$ cat config.mk
export PLATFORM = sky130hd
export DESIGN_NAME = console_line_editor
export DESIGN_NICKNAME = d
export VERILOG_FILES = /design/src/rtl/cle_pkg.sv /design/src/rtl/cle_ram.sv /design/src/rtl/console_line_editor.sv
export SDC_FILE = /design/constraint.sdc
export NUM_CORES = 1
export LEC_CHECK = 0
export ABC_AREA = 0
export ABC_CLOCK_PERIOD_IN_PS = 3100
export BUFFER_PORTS_ARGS = -buffer_cell sky130_fd_sc_hd__buf_2
export CAP_MARGIN = 20
export CORE_MARGIN = 4
export CORE_UTILIZATION = 30
export CTS_CLUSTER_DIAMETER = 200
export DETAILED_ROUTE_END_ITERATION = 7
export MAX_ROUTING_LAYER = met4
export RECOVER_POWER = 50
export SLEW_MARGIN = 0
export SYNTH_ARGS = -nofsm -noshare
export SYNTH_HDL_FRONTEND = slang
export SYNTH_SLANG_ARGS = --single-unit
$ cat constraint.sdc
create_clock -name i_clk -period 3.1 [get_ports i_clk]
set_input_delay 0.465 -clock i_clk [delete_from_list [all_inputs] [get_ports i_clk]]
set_output_delay 0.465 -clock i_clk [all_outputs]
set_load 0.02 [all_outputs]
$ cat src/rtl/cle_pkg.sv
// Shared types and character constants for the console line editor.
`timescale 1ns / 1ps

package cle_pkg;

    typedef logic [7:0] t_byte;

    localparam t_byte CH_CR  = 8'h0D;
    localparam t_byte CH_LF  = 8'h0A;
    localparam t_byte CH_TAB = 8'h09;
    localparam t_byte CH_SP  = 8'h20;
    localparam t_byte CH_BS  = 8'h08;
    localparam t_byte CH_DEL = 8'h7F;

    // out_limit register: width, reset value and saturation range
    localparam int          LIMIT_W     = 7;
    localparam logic [6:0]  LIMIT_RESET = 7'd64;
    localparam logic [6:0]  LIMIT_MIN   = 7'd2;
    localparam logic [6:0]  LIMIT_MAX   = 7'd64;

    // emitted length never exceeds LIMIT_MAX - 1, so a result index fits here
    localparam int          KW          = 6;

endpackage

$ cat src/rtl/cle_ram.sv
// Generic single-port-write, single-port-read RAM with registered read data.
`timescale 1ns / 1ps

module cle_ram #(
    parameter int WIDTH = 8,
    parameter int DEPTH = 64,
    localparam int AW = $clog2(DEPTH)
) (
    input  logic             i_clk,
    input  logic             i_we,
    input  logic [AW-1:0]    i_waddr,
    input  logic [WIDTH-1:0] i_wdata,
    input  logic [AW-1:0]    i_raddr,
    output logic [WIDTH-1:0] o_rdata
);

    logic [WIDTH-1:0] r_mem [DEPTH];

    always_ff @(posedge i_clk) begin
        if (i_we) begin
            r_mem[i_waddr] <= i_wdata;
        end
        o_rdata <= r_mem[i_raddr];
    end

endmodule

$ cat src/rtl/console_line_editor.sv
// Console line editor: terminal byte input, echo and completed-line output.
// Sequence: an ordinary byte is stored, then its echo request is registered from S_ECHO;
// backspace gives its 3 echo requests from S_BS; a line end checks one line RAM entry per
// S_TRIM step (trailing blanks plus the last kept character), starts the read in S_START,
// then gives one result per S_EMIT step while the output slot is free.
// One byte at a time: a new byte is taken only back in S_IDLE, once its last result is registered.
// Reset (synchronous, active low) empties the line and sets out_limit to 64;
// the line RAM is not cleared, since only written entries are ever used.
`timescale 1ns / 1ps

module console_line_editor
    import cle_pkg::*;
#(
    parameter int LINE_DEPTH = 64
) (
    input  logic               i_clk,
    input  logic               i_rst_n,
    input  logic               i_cfg_we,
    input  logic [LIMIT_W-1:0] i_cfg_data,
    input  logic               i_rx_valid,
    output logic               o_rx_ready,
    input  logic [7:0]         i_rx_byte,
    output logic               o_out_valid,
    input  logic               i_out_ready,
    output logic               o_echo_valid,
    output logic [7:0]         o_echo_byte,
    output logic               o_line_valid,
    output logic [7:0]         o_line_char,
    output logic               o_line_end,
    output logic               o_run_last
);

    localparam int AW = $clog2(LINE_DEPTH);
    localparam int CW = (AW > LIMIT_W) ? AW : LIMIT_W;

    localparam logic [2:0] S_IDLE  = 3'd0;
    localparam logic [2:0] S_ECHO  = 3'd1;
    localparam logic [2:0] S_BS    = 3'd2;
    localparam logic [2:0] S_TRIM  = 3'd3;
    localparam logic [2:0] S_START = 3'd4;
    localparam logic [2:0] S_EMIT  = 3'd5;

    logic [2:0]         r_state, n_state;
    logic [AW-1:0]      r_fill, n_fill;
    logic [AW-1:0]      r_len, n_len;
    logic [KW-1:0]      r_k, n_k;
    logic [KW-1:0]      r_emit, n_emit;
    logic [KW-1:0]      r_cnt, n_cnt;
    t_byte              r_byte, n_byte;
    logic [LIMIT_W-1:0] r_limit;

    logic  r_out_valid, n_out_valid;
    logic  r_echo_valid, n_echo_valid;
    t_byte r_echo_byte, n_echo_byte;
    logic  r_line_valid, n_line_valid;
    t_byte r_line_char, n_line_char;
    logic  r_line_end, n_line_end;
    logic  r_run_last, n_run_last;

    logic          ram_we;
    logic [AW-1:0] ram_raddr;
    t_byte         ram_rdata;

    logic               slot_free;
    logic               blank;
    logic               trim_done;
    logic [AW-1:0]      fin_len;
    logic [LIMIT_W-1:0] lim_sat;
    logic [CW-1:0]      len_ext;
    logic [CW-1:0]      lim_ext;
    logic [KW-1:0]      emit_c;
    logic               k_emit;
    logic               k_last;

    cle_ram #(
        .WIDTH(8),
        .DEPTH(LINE_DEPTH)
    ) u_line_ram (
        .i_clk  (i_clk),
        .i_we   (ram_we),
        .i_waddr(r_fill),
        .i_wdata(i_rx_byte),
        .i_raddr(ram_raddr),
        .o_rdata(ram_rdata)
    );

    assign slot_free  = !r_out_valid || i_out_ready;
    assign o_rx_ready = (r_state == S_IDLE);

    // trailing blank walk: RAM data is the entry at r_len-1
    assign blank     = (ram_rdata == CH_SP) || (ram_rdata == CH_TAB);
    assign fin_len   = blank ? (r_len - AW'(1)) : r_len;
    assign trim_done = !blank || (r_len == AW'(1));

    assign lim_sat = (r_limit < LIMIT_MIN) ? LIMIT_MIN :
                     (r_limit > LIMIT_MAX) ? LIMIT_MAX : r_limit;
    assign len_ext = CW'(fin_len);
    assign lim_ext = CW'(lim_sat - LIMIT_W'(1));
    assign emit_c  = KW'((len_ext < lim_ext) ? len_ext : lim_ext);

    assign k_emit = (r_k < r_emit);
    assign k_last = (r_k + KW'(1)) == r_cnt;

    always_comb begin
        n_state      = r_state;
        n_fill       = r_fill;
        n_len        = r_len;
        n_k          = r_k;
        n_emit       = r_emit;
        n_cnt        = r_cnt;
        n_byte       = r_byte;
        n_out_valid  = r_out_valid && !i_out_ready;
        n_echo_valid = r_echo_valid;
        n_echo_byte  = r_echo_byte;
        n_line_valid = r_line_valid;
        n_line_char  = r_line_char;
        n_line_end   = r_line_end;
        n_run_last   = r_run_last;
        ram_we       = 1'b0;
        ram_raddr    = r_fill - AW'(1);

        case (r_state)
            S_IDLE: begin
                if (i_rx_valid) begin
                    if (i_rx_byte inside {CH_CR, CH_LF}) begin
                        if (r_fill != '0) begin
                            n_len   = r_fill;
                            n_state = S_TRIM;
                        end
                    end else if (i_rx_byte inside {CH_BS, CH_DEL}) begin
                        if (r_fill != '0) begin
                            n_fill  = r_fill - AW'(1);
                            n_k     = '0;
                            n_state = S_BS;
                        end
                    end else if (r_fill < AW'(LINE_DEPTH - 1)) begin
                        ram_we  = 1'b1;
                        n_fill  = r_fill + AW'(1);
                        n_byte  = i_rx_byte;
                        n_state = S_ECHO;
                    end
                end
            end
            S_ECHO: begin
                if (slot_free) begin
                    n_out_valid  = 1'b1;
                    n_echo_valid = 1'b1;
                    n_echo_byte  = r_byte;
                    n_line_valid = 1'b0;
                    n_line_char  = '0;
                    n_line_end   = 1'b0;
                    n_run_last   = 1'b1;
                    n_state      = S_IDLE;
                end
            end
            S_BS: begin
                if (slot_free) begin
                    n_out_valid  = 1'b1;
                    n_echo_valid = 1'b1;
                    n_echo_byte  = (r_k == KW'(1)) ? CH_SP : CH_BS;
                    n_line_valid = 1'b0;
                    n_line_char  = '0;
                    n_line_end   = 1'b0;
                    n_run_last   = (r_k == KW'(2));
                    n_k          = r_k + KW'(1);
                    if (r_k == KW'(2)) begin
                        n_state = S_IDLE;
                    end
                end
            end
            S_TRIM: begin
                // prefetch the next entry down while this one is checked
                ram_raddr = r_len - AW'(2);
                n_len     = fin_len;
                if (trim_done) begin
                    n_fill  = '0;
                    n_emit  = emit_c;
                    n_cnt   = (emit_c > KW'(2)) ? emit_c : KW'(2);
                    n_k     = '0;
                    n_state = S_START;
                end
            end
            S_START: begin
                ram_raddr = '0;
                n_state   = S_EMIT;
            end
            S_EMIT: begin
                // hold the read address while the output slot is stalled
                ram_raddr = AW'(r_k);
                if (slot_free) begin
                    ram_raddr    = AW'(r_k + KW'(1));
                    n_out_valid  = 1'b1;
                    n_echo_valid = (r_k < KW'(2));
                    n_echo_byte  = (r_k == KW'(0)) ? CH_CR :
                                   (r_k == KW'(1)) ? CH_LF : 8'h00;
                    n_line_valid = k_emit;
                    n_line_char  = k_emit ? ram_rdata : 8'h00;
                    n_line_end   = k_emit && ((r_k + KW'(1)) == r_emit);
                    n_run_last   = k_last;
                    n_k          = r_k + KW'(1);
                    if (k_last) begin
                        n_state = S_IDLE;
                    end
                end
            end
            default: begin
                n_state = S_IDLE;
            end
        endcase
    end

    always_ff @(posedge i_clk) begin
        if (!i_rst_n) begin
            r_state     <= S_IDLE;
            r_fill      <= '0;
            r_out_valid <= 1'b0;
            r_limit     <= LIMIT_RESET;
        end else begin
            r_state     <= n_state;
            r_fill      <= n_fill;
            r_out_valid <= n_out_valid;
            if (i_cfg_we) begin
                r_limit <= i_cfg_data;
            end
        end
    end

    always_ff @(posedge i_clk) begin
        r_len        <= n_len;
        r_k          <= n_k;
        r_emit       <= n_emit;
        r_cnt        <= n_cnt;
        r_byte       <= n_byte;
        r_echo_valid <= n_echo_valid;
        r_echo_byte  <= n_echo_byte;
        r_line_valid <= n_line_valid;
        r_line_char  <= n_line_char;
        r_line_end   <= n_line_end;
        r_run_last   <= n_run_last;
    end

    assign o_out_valid  = r_out_valid;
    assign o_echo_valid = r_echo_valid;
    assign o_echo_byte  = r_echo_byte;
    assign o_line_valid = r_line_valid;
    assign o_line_char  = r_line_char;
    assign o_line_end   = r_line_end;
    assign o_run_last   = r_run_last;

endmodule

==> results of run 1 <==
-- routing by layer --
metal / up-vias / GRT usage
met2: 584 / 0.237
met3: 117 / 0.0309
met5: - / -
met1: 7594 / 0.190
met4: 0 / 0.0460
li1: 6987 / -
-- kinds of logic after synthesis --
logic type | count (synthesis) | share of synthesized area
buf+inv | 119 | 0.0240
fa+ha+maj | 23 | 0.0117
simple gates | 605 | 0.109
mux | 155 | 0.0637
flops | 589 | 0.710
xor+xnor | 34 | 0.0124
compound gates | 209 | 0.0688
-- metrics by stage --
step,cells,setup slack (ns)
2_1_floorplan,1734,0.00813
3_3_place_gp,2916,-0.139
3_5_place_dp,2916,-0.171
4_1_cts,3034,-0.0599
5_1_grt,3040,-0.156
6_report,3040,-0.0564
-- final timing paths --
check | endpoint | startpoint
worst max-delay path | r_cnt[3] | u_line_ram.o_rdata[1]
worst min-delay path | r_limit[6] | i_cfg_data[6]
worst max register to register | r_cnt[3] | u_line_ram.o_rdata[1]
worst min register to register | r_limit[6] | r_limit[6]
-- cell usage in the layout, fill, tap and decap left out, types with 24 or more instances in the layout --
cell type	Yosys	routed
buf_12	0	26
a32oi_1	128	128
dfxtp_1	25	24
nand3_1	83	83
buf_4	12	138
edfxtp_1	564	564
nand2_1	302	301
nor2_1	111	106
clkbuf_1	33	50
mux2i_1	145	144
clkbuf_16	0	62
-- state kept, by name, summed over array words and instances (netlist names), 7 cells and up --
signal	flops
o_line_char	8
r_byte	8
r_limit	7
u_line_ram.r_mem	512
o_echo_byte	8
u_line_ram.o_rdata	8
-- worst max-delay path, stage by stage (launching register included) --
cell and delay, ns:
dfxtp_2 0.32, or4_4 0.54, a211oi_4 0.24, buf_12 0.18, nand2_4 0.06, nor3_4 0.15, xor2_2 0.19, ha_1 0.27
a21o_1 0.19, a211oi_4 0.33, a21oi_4 0.11, buf_12 0.15, mux2i_1 0.12
-- cell usage after synthesis (17+ instances only) --
library cell	number	area (um2)
buf_2	40	200
clkbuf_1	33	124
nand3_1	83	415
dfxtp_1	25	500
nor2_1	111	417
xnor2_1	19	166
nand4_1	20	125
a32oi_1	128	1120
nor2b_1	17	106
mux2i_1	145	1450
edfxtp_1	564	16900
ha_1	23	288
nand2_1	302	1130
inv_1	22	82.6
-- final cells by class --
| cell class | instances | area [um2] | area share |
|---|---|---|---|
| Clock inverter | 40 | 427 | 0.0145 |
| Tap cell | 1060 | 1330 | 0.0450 |
| Timing Repair Buffer | 225 | 1880 | 0.0637 |
| Clock buffer | 75 | 1580 | 0.0536 |
| Multi-Input combinational cell | 1027 | 6730 | 0.228 |
| Antenna cell | 2 | 5.00 | 0.000170 |
| Sequential cell | 589 | 17400 | 0.592 |
| Inverter | 22 | 82.6 | 0.00280 |
-- power by group --
| part | leakage [nW] | total, mW | switching [mW] | internal, mW |
|---|---|---|---|---|
| logic | 3.51 | 3.16 | 2.01 | 1.15 |
| registers | 5.29 | 8.93 | 0.0670 | 8.87 |
| clock network | 0.975 | 7.27 | 3.05 | 4.22 |
| total | 9.78 | 19.4 | 5.13 | 14.2 |
-- what timing repair did --
item / 4_1_cts / 5_1_grt
setup endpoints to repair: 14 / 20
buffers inserted: 2 / 3
pin swaps: 4 / 3
gates cloned: 1 / 1
hold buffers: 0 / 0
resized for setup: 19 / 19
==> results.cfg, run 1 <==
[power]
power_mw = 19.4
p_per_area_mw_per_mm2 = 657
p_leak_nw = 9.78
ir_worst_vdd_v = 0.000480

[clock_network]
insertion_delay_ns = 0.65
clk_pin_slew_ns = 0.06
cts_max_path_buffers = 3
cts_htree_levels = 2
numCtsBuffers = 61
clkSinkCount = 589
cts_tree = built
root_buffer = clkbuf_16

[final_layout]
fillCellCount = 7552
final_layout_size_suffix_gt1_frac = 0.168
nets = 1969
area_growth_pct = 20.0
postLayoutCellArea_mm2 = 0.0295
post-route-util = 0.365

[status]
status = finished with violations
violations = capacitance limit, slew limit, setup timing

[yosys]
ys_ff_latch = 589
syn_avg_cell_area_um2 = 14.2
synth_cell_types = 64
ys_seq_area_frac = 0.710
synthArstFlopShare = 0
yosys_warnings = 0
synth_edf_count = 564
netlist_area_mm2 = 0.0246
synth_nets = 1777
synth_cells = 1734
synthFlopType = edfxtp_1

[detailed_routing]
highest_layer = met4
initialDrtViolationCount = 1444
ant_nets = 0
via_per_inst = 5.03
wl_met2_um = 30100
wirelength_met1_um = 27000
dr_wl_met3_um = 4640
routed_wl_um = 63700
post-route-drc-count = 0
post_drt_wl_per_cell_um = 21.0
firstDrtPassIters = 5
via_count = 15300

[floorplanning]
initial_core_util = 0.304
core_mm2 = 0.0808
die_w_um = 294
die-height_um = 294
io-pin-count = 42
rows = 104
dieArea_mm2 = 0.0865

[timing]
holdWs_ns = 0.0732
fmaxAchievable_mhz = 317
setup_viol = 11
drv_slew = 528
min_period_ns = 3.16
skew_ns = 0.0367
hold_viol_final = 0
worst_pin_slew_ns = 1.65
relSlewSlack = -0.103
setup_slack_ns = -0.0564
finalCritPeriodShare = 1.02
rsz0062_at_grt = yes
fin_setup_tns_ns = -0.322

[global_routing]
grt_usage = 0.148
grt_pass1_wl_um = 94400
grt_pass1_vias = 15000
grt_max_degree = 66
antenna_found_initial = 3
overflow = 0

[critical_path]
regToRegSetupSlack_ns = -0.06
reg2reg_depth = 12
cp_max_fo = 8
worstPathArrival_ns = 3.50
worstPathRequired_ns = 3.44
end_kind = flop
cp-start-kind = flop
crit_type = flop to flop

[placed_design]
gp_congestion = 0.842
portBuffers = 41
dpl.hpwl_um = 40200
placed_cell_area_mm2 = 0.0273

[min_path]
whs_path_depth = 3
hold_path.class = input pin to flop

[flow_run]
cap_viol_max_count = 8
Note: power is estimated with default switching activity, not from simulation.
==> inputs of run 2 (changes only) <==
PLACE_DENSITY = 0.43   (was unset)
==> run 2 against run 1 <==
The flow still finishes with violations (capacitance limit, slew limit, setup timing); die area unchanged; sequential cell count unchanged; fmax up 1.6%; clock-buffer cell count up 13; via count up 0.65%; register-to-register slack better by 0.05 ns; final cell count up 2.2%; critical path depth unchanged; clock power up 9.9%; first-iteration DRC count down 13%; total power up 5.4%; critical endpoint is now r_cnt[2].
==> results.cfg, run 2 (synthesis gave the netlist of run 1 again) <==
[floorplanning]
die-height_um = 294
initial_core_util = 0.304
io-pin-count = 42
dieArea_mm2 = 0.0865
die_w_um = 294
rows = 104
core_mm2 = 0.0808

[flow_run]
cap_viol_max_count = 4

[global_routing]
grt_pass1_vias = 15400
grt_pass1_wl_um = 104000
met2_usage = 0.274
use_met1 = 0.218
grt_max_degree = 65
top_usage_layer = met2
overflow = 0
grt_use_met3 = 0.0281
antenna_found_initial = 4
grt_usage = 0.168

[final_layout]
multi_input_area_mm2 = 0.00669
regMostFlops = u_line_ram.r_mem
nets = 2038
fillCellCount = 7751
register_area_mm2 = 0.0174
final_cell_mix = edfxtp_1 (564), nand2_1 (301), buf_4 (187)
final_common_cell = edfxtp_1
area_growth_pct = 22.6
layout.cells.non_filler = 3108
largest_reg_flops = 512
final_layout_size_suffix_gt1_frac = 0.187

[timing]
fmaxAchievable_mhz = 322
rsz0062_at_grt = yes
min_period_ns = 3.11
relSlewSlack = -0.507
drv_slew = 140
hold_viol_final = 0
fin_setup_tns_ns = -0.0143
holdWs_ns = 0.0803
setup_viol = 4
skew_ns = 0.0226
setup_slack_ns = -0.00801
finalCritPeriodShare = 1.00
worst_pin_slew_ns = 2.26

[status]
status = finished with violations
violations = capacitance limit, slew limit, setup timing

[placed_design]
pre_cts_ws_ns = -0.187
gp_congestion = 0.816
portBuffers = 41
dpl.hpwl_um = 46700
dp.cells = 2981

[critical_path]
cp_max_fo = 6
end_kind = flop
worstPathRequired_ns = 3.43
cp-start-kind = flop
r2r_start = u_line_ram.o_rdata[1]
worstPathArrival_ns = 3.44
crit_start = u_line_ram.o_rdata[1]
crit_type = flop to flop

[clock_network]
root_buffer = clkbuf_16
ctsHoldBuffers = 0
cts_htree_levels = 3
insertion_delay_ns = 0.62
numCtsBuffers = 69
cts_max_path_buffers = 3
clkSinkCount = 589
cts_tree = built
clk_pin_slew_ns = 0.06

[detailed_routing]
initialDrtViolationCount = 1261
via_count = 15400
firstDrtPassIters = 5
post_drt_wl_per_cell_um = 22.8
post-route-drc-count = 0
routed_wl_um = 71000
ant_nets = 0
via_per_inst = 4.95

[min_path]
hold_path.class = input pin to flop
min_from = i_cfg_data[6]

[power]
ir_worst_vdd_v = 0.000347
p_leak_nw = 10.2
p_per_area_mw_per_mm2 = 678
power_mw = 20.4
-- run 2: worst paths after layout --
path | to | slack (ns) | depth (start not counted)
max | r_cnt[2] | -0.008 | 12
min | r_limit[6] | 0.08 | 3
max reg2reg | r_cnt[2] | -0.008 | 12
min reg2reg | r_limit[6] | 0.53 | 2
-- run 2: per-layer routing --
| layer | vias to the layer above | part of all wire |
|---|---|---|
| met5 | - | 0 |
| met4 | 0 | 0.025 |
| met3 | 104 | 0.048 |
| met2 | 353 | 0.48 |
| met1 | 7793 | 0.44 |
| li1 | 7131 | - |
-- run 2: through the flow --
step,area [um2],utilization
floorplan,24600,-
global placement,27900,0.345
detailed placement,27900,0.345
CTS,30200,0.373
global route,30100,0.373
finish,30100,0.373
-- run 2: layout make-up --
cell class | instances | area share
Multi-Input combinational cell | 1027 | 0.222
Clock inverter | 33 | 0.0116
Antenna cell | 3 | 0.000249
Sequential cell | 589 | 0.579
Clock buffer | 88 | 0.0625
Tap cell | 1060 | 0.0440
Timing Repair Buffer | 286 | 0.0777
Inverter | 22 | 0.00274
-- run 2: what timing repair did --
action	4_1_cts	5_1_grt
setup buffers	0	2
gates cloned	1	0
endpoints found under the hold margin	0	0
pin swaps	3	1
setup endpoints to repair	19	20
resized for setup	14	7
-- run 2: power breakdown --
group / switching [mW] / internal (mW) / leakage [nW]
clock network: 3.25 / 4.73 / 1.09
registers: 0.101 / 8.86 / 5.29
logic: 2.13 / 1.33 / 3.77
total: 5.49 / 14.9 / 10.2
-- run 2: critical path, cell delays in order (launching register included) --
cell,delay (ns)
dfxtp_2,0.32
or4_4,0.54
a211oi_4,0.22
buf_12,0.16
nand2_4,0.06
nor3_4,0.15
xor2_2,0.19
ha_1,0.27
a21o_1,0.19
a211oi_4,0.31
a21oi_4,0.14
buf_12,0.15
mux2i_1,0.10
==> inputs of run 3 (changes only) <==
MAX_ROUTING_LAYER = unset   (was met4)
==> run 3 against run 2 <==
The run still ends with capacitance limit, slew limit, setup timing left; critical path depth unchanged; clock power about the same; hold slack worse by 0.0011 ns; sequential cell count unchanged; routed wire length about the same; register-to-register slack about the same; first-iteration DRC count down 4.3%; clock skew about the same; utilization about the same; largest cell class unchanged; largest power group unchanged; highest routed layer is now met5.
==> results.cfg, run 3 (synthesis gave the netlist of run 1 again) <==
[status]
status = finished with violations
violations = capacitance limit, slew limit, setup timing

[floorplanning]
die_w_um = 294
dieArea_mm2 = 0.0865
io-pin-count = 42
rows = 104
initial_core_util = 0.304
core_mm2 = 0.0808
die-height_um = 294

[timing]
hold_viol_final = 0
rsz0062_at_grt = yes
setup_slack_ns = -0.00913
skew_ns = 0.0224
finalCritPeriodShare = 1.00
relSlewSlack = -0.522
worst_pin_slew_ns = 2.28
fmaxAchievable_mhz = 322
drv_slew = 140
setup_viol = 4
min_period_ns = 3.11

[detailed_routing]
ant_nets = 0
post-route-drc-count = 0
initialDrtViolationCount = 1207
firstDrtPassIters = 5
routed_wl_um = 71000
via_per_inst = 4.95
post_drt_wl_per_cell_um = 22.9
via_count = 15400

[global_routing]
overflow = 0
grt_usage = 0.163
grt_max_degree = 65
antenna_found_initial = 4
grt_pass1_vias = 15400
grt_pass1_wl_um = 104000

[clock_network]
numCtsBuffers = 69
insertion_delay_ns = 0.62
cts_htree_levels = 3
clkSinkCount = 589
cts_max_path_buffers = 3
root_buffer = clkbuf_16
cts_tree = built
clk_pin_slew_ns = 0.06

[final_layout]
final_common_cell = edfxtp_1
nets = 2038
largest_reg_flops = 512
regMostFlops = u_line_ram.r_mem
final_layout_size_suffix_gt1_frac = 0.187
post-route-util = 0.373
final_cell_mix = edfxtp_1 (564), nand2_1 (301), buf_4 (187)
layout.cells.non_filler = 3106
area_growth_pct = 22.6
fillCellCount = 7755

[critical_path]
crit_type = flop to flop
crit_start = u_line_ram.o_rdata[1]
end_kind = flop
cp_max_fo = 6
worstPathRequired_ns = 3.43
r2r_start = u_line_ram.o_rdata[1]
rr_endpoint = r_cnt[2]
cp-start-kind = flop
regToRegSetupSlack_ns = -0.009
worstPathArrival_ns = 3.44
reg2reg_depth = 12
endpoint = r_cnt[2]

[placed_design]
dpl.hpwl_um = 46700
portBuffers = 41
dp.cells = 2981
gp_congestion = 0.804

[power]
p_per_area_mw_per_mm2 = 678
ir_worst_vdd_v = 0.000348
p_leak_nw = 10.2

[flow_run]
cap_viol_max_count = 4

[min_path]
hold_path.class = input pin to flop
[run 3: layer usage]
metal / vias up / part of all wire / GRT usage
li1: 7127 / - / -
met1: 7809 / 0.45 / 0.217
met2: 318 / 0.48 / 0.274
met3: 110 / 0.043 / 0.0282
met4: 4 / 0.025 / 0.0499
met5: - / 0.00038 / 0
[run 3: how the worst min path moves through the flow]
stage / startpoint / end / slack (ns) / cells after the start
3_3_place_gp: r_limit[6] / r_limit[6] / 0.52 / 2
4_1_cts: i_cfg_data[6] / r_limit[6] / 0.04 / 3
6_report: i_cfg_data[6] / r_limit[6] / 0.08 / 3
5_1_grt: i_cfg_data[6] / r_limit[6] / 0.07 / 3
2_1_floorplan: r_byte[0] / o_echo_byte[0] / 0.48 / 2
3_5_place_dp: r_limit[6] / r_limit[6] / 0.52 / 2
[run 3: final cells by class]
type | count | area (um2) | area share
inverters | 22 | 82.6 | 0.00274
diodes | 1 | 2.50 | 0.0000831
flip-flops and latches | 589 | 17400 | 0.579
clock buffers | 88 | 1880 | 0.0625
well taps | 1060 | 1330 | 0.0440
multi-input cells | 1027 | 6690 | 0.222
repair buffers | 286 | 2340 | 0.0777
clock inverters | 33 | 350 | 0.0116
[run 3: stage by stage]
stage	total power, mW	hold slack, ns	TNS [ns]	area (um2)	setup WS [ns]
2_1_floorplan	10.8	0.484	0	24600	0.00813
3_3_place_gp	12.6	0.521	-2.15	27900	-0.180
3_5_place_dp	12.6	0.519	-2.18	27900	-0.187
4_1_cts	20.7	0.0441	0	30200	0.000513
5_1_grt	21.2	0.0678	-1.26	30100	-0.122
6_report	20.4	0.0792	-0.0180	30100	-0.00913
[run 3: worst max-delay path, cell delays in order, from the launching register on]
cell and delay, ns:
dfxtp_2 0.32, or4_4 0.54, a211oi_4 0.22, buf_12 0.17, nand2_4 0.06, nor3_4 0.15
xor2_2 0.19, ha_1 0.27, a21o_1 0.19, a211oi_4 0.31, a21oi_4 0.14, buf_12 0.15
mux2i_1 0.10
[run 3: where the power goes]
part	leakage, nW	internal [mW]	total, mW	switching, mW
sequential	5.29	8.86	8.97	0.103
combinational	3.78	1.33	3.46	2.13
clock	1.09	4.73	8.00	3.27
[run 3: repair_timing]
item	CTS	global route
pin swaps	3	0
resized for setup	14	8
setup endpoints to repair	19	20
hold buffers	0	0
buffers inserted	0	2
gates cloned	1	0
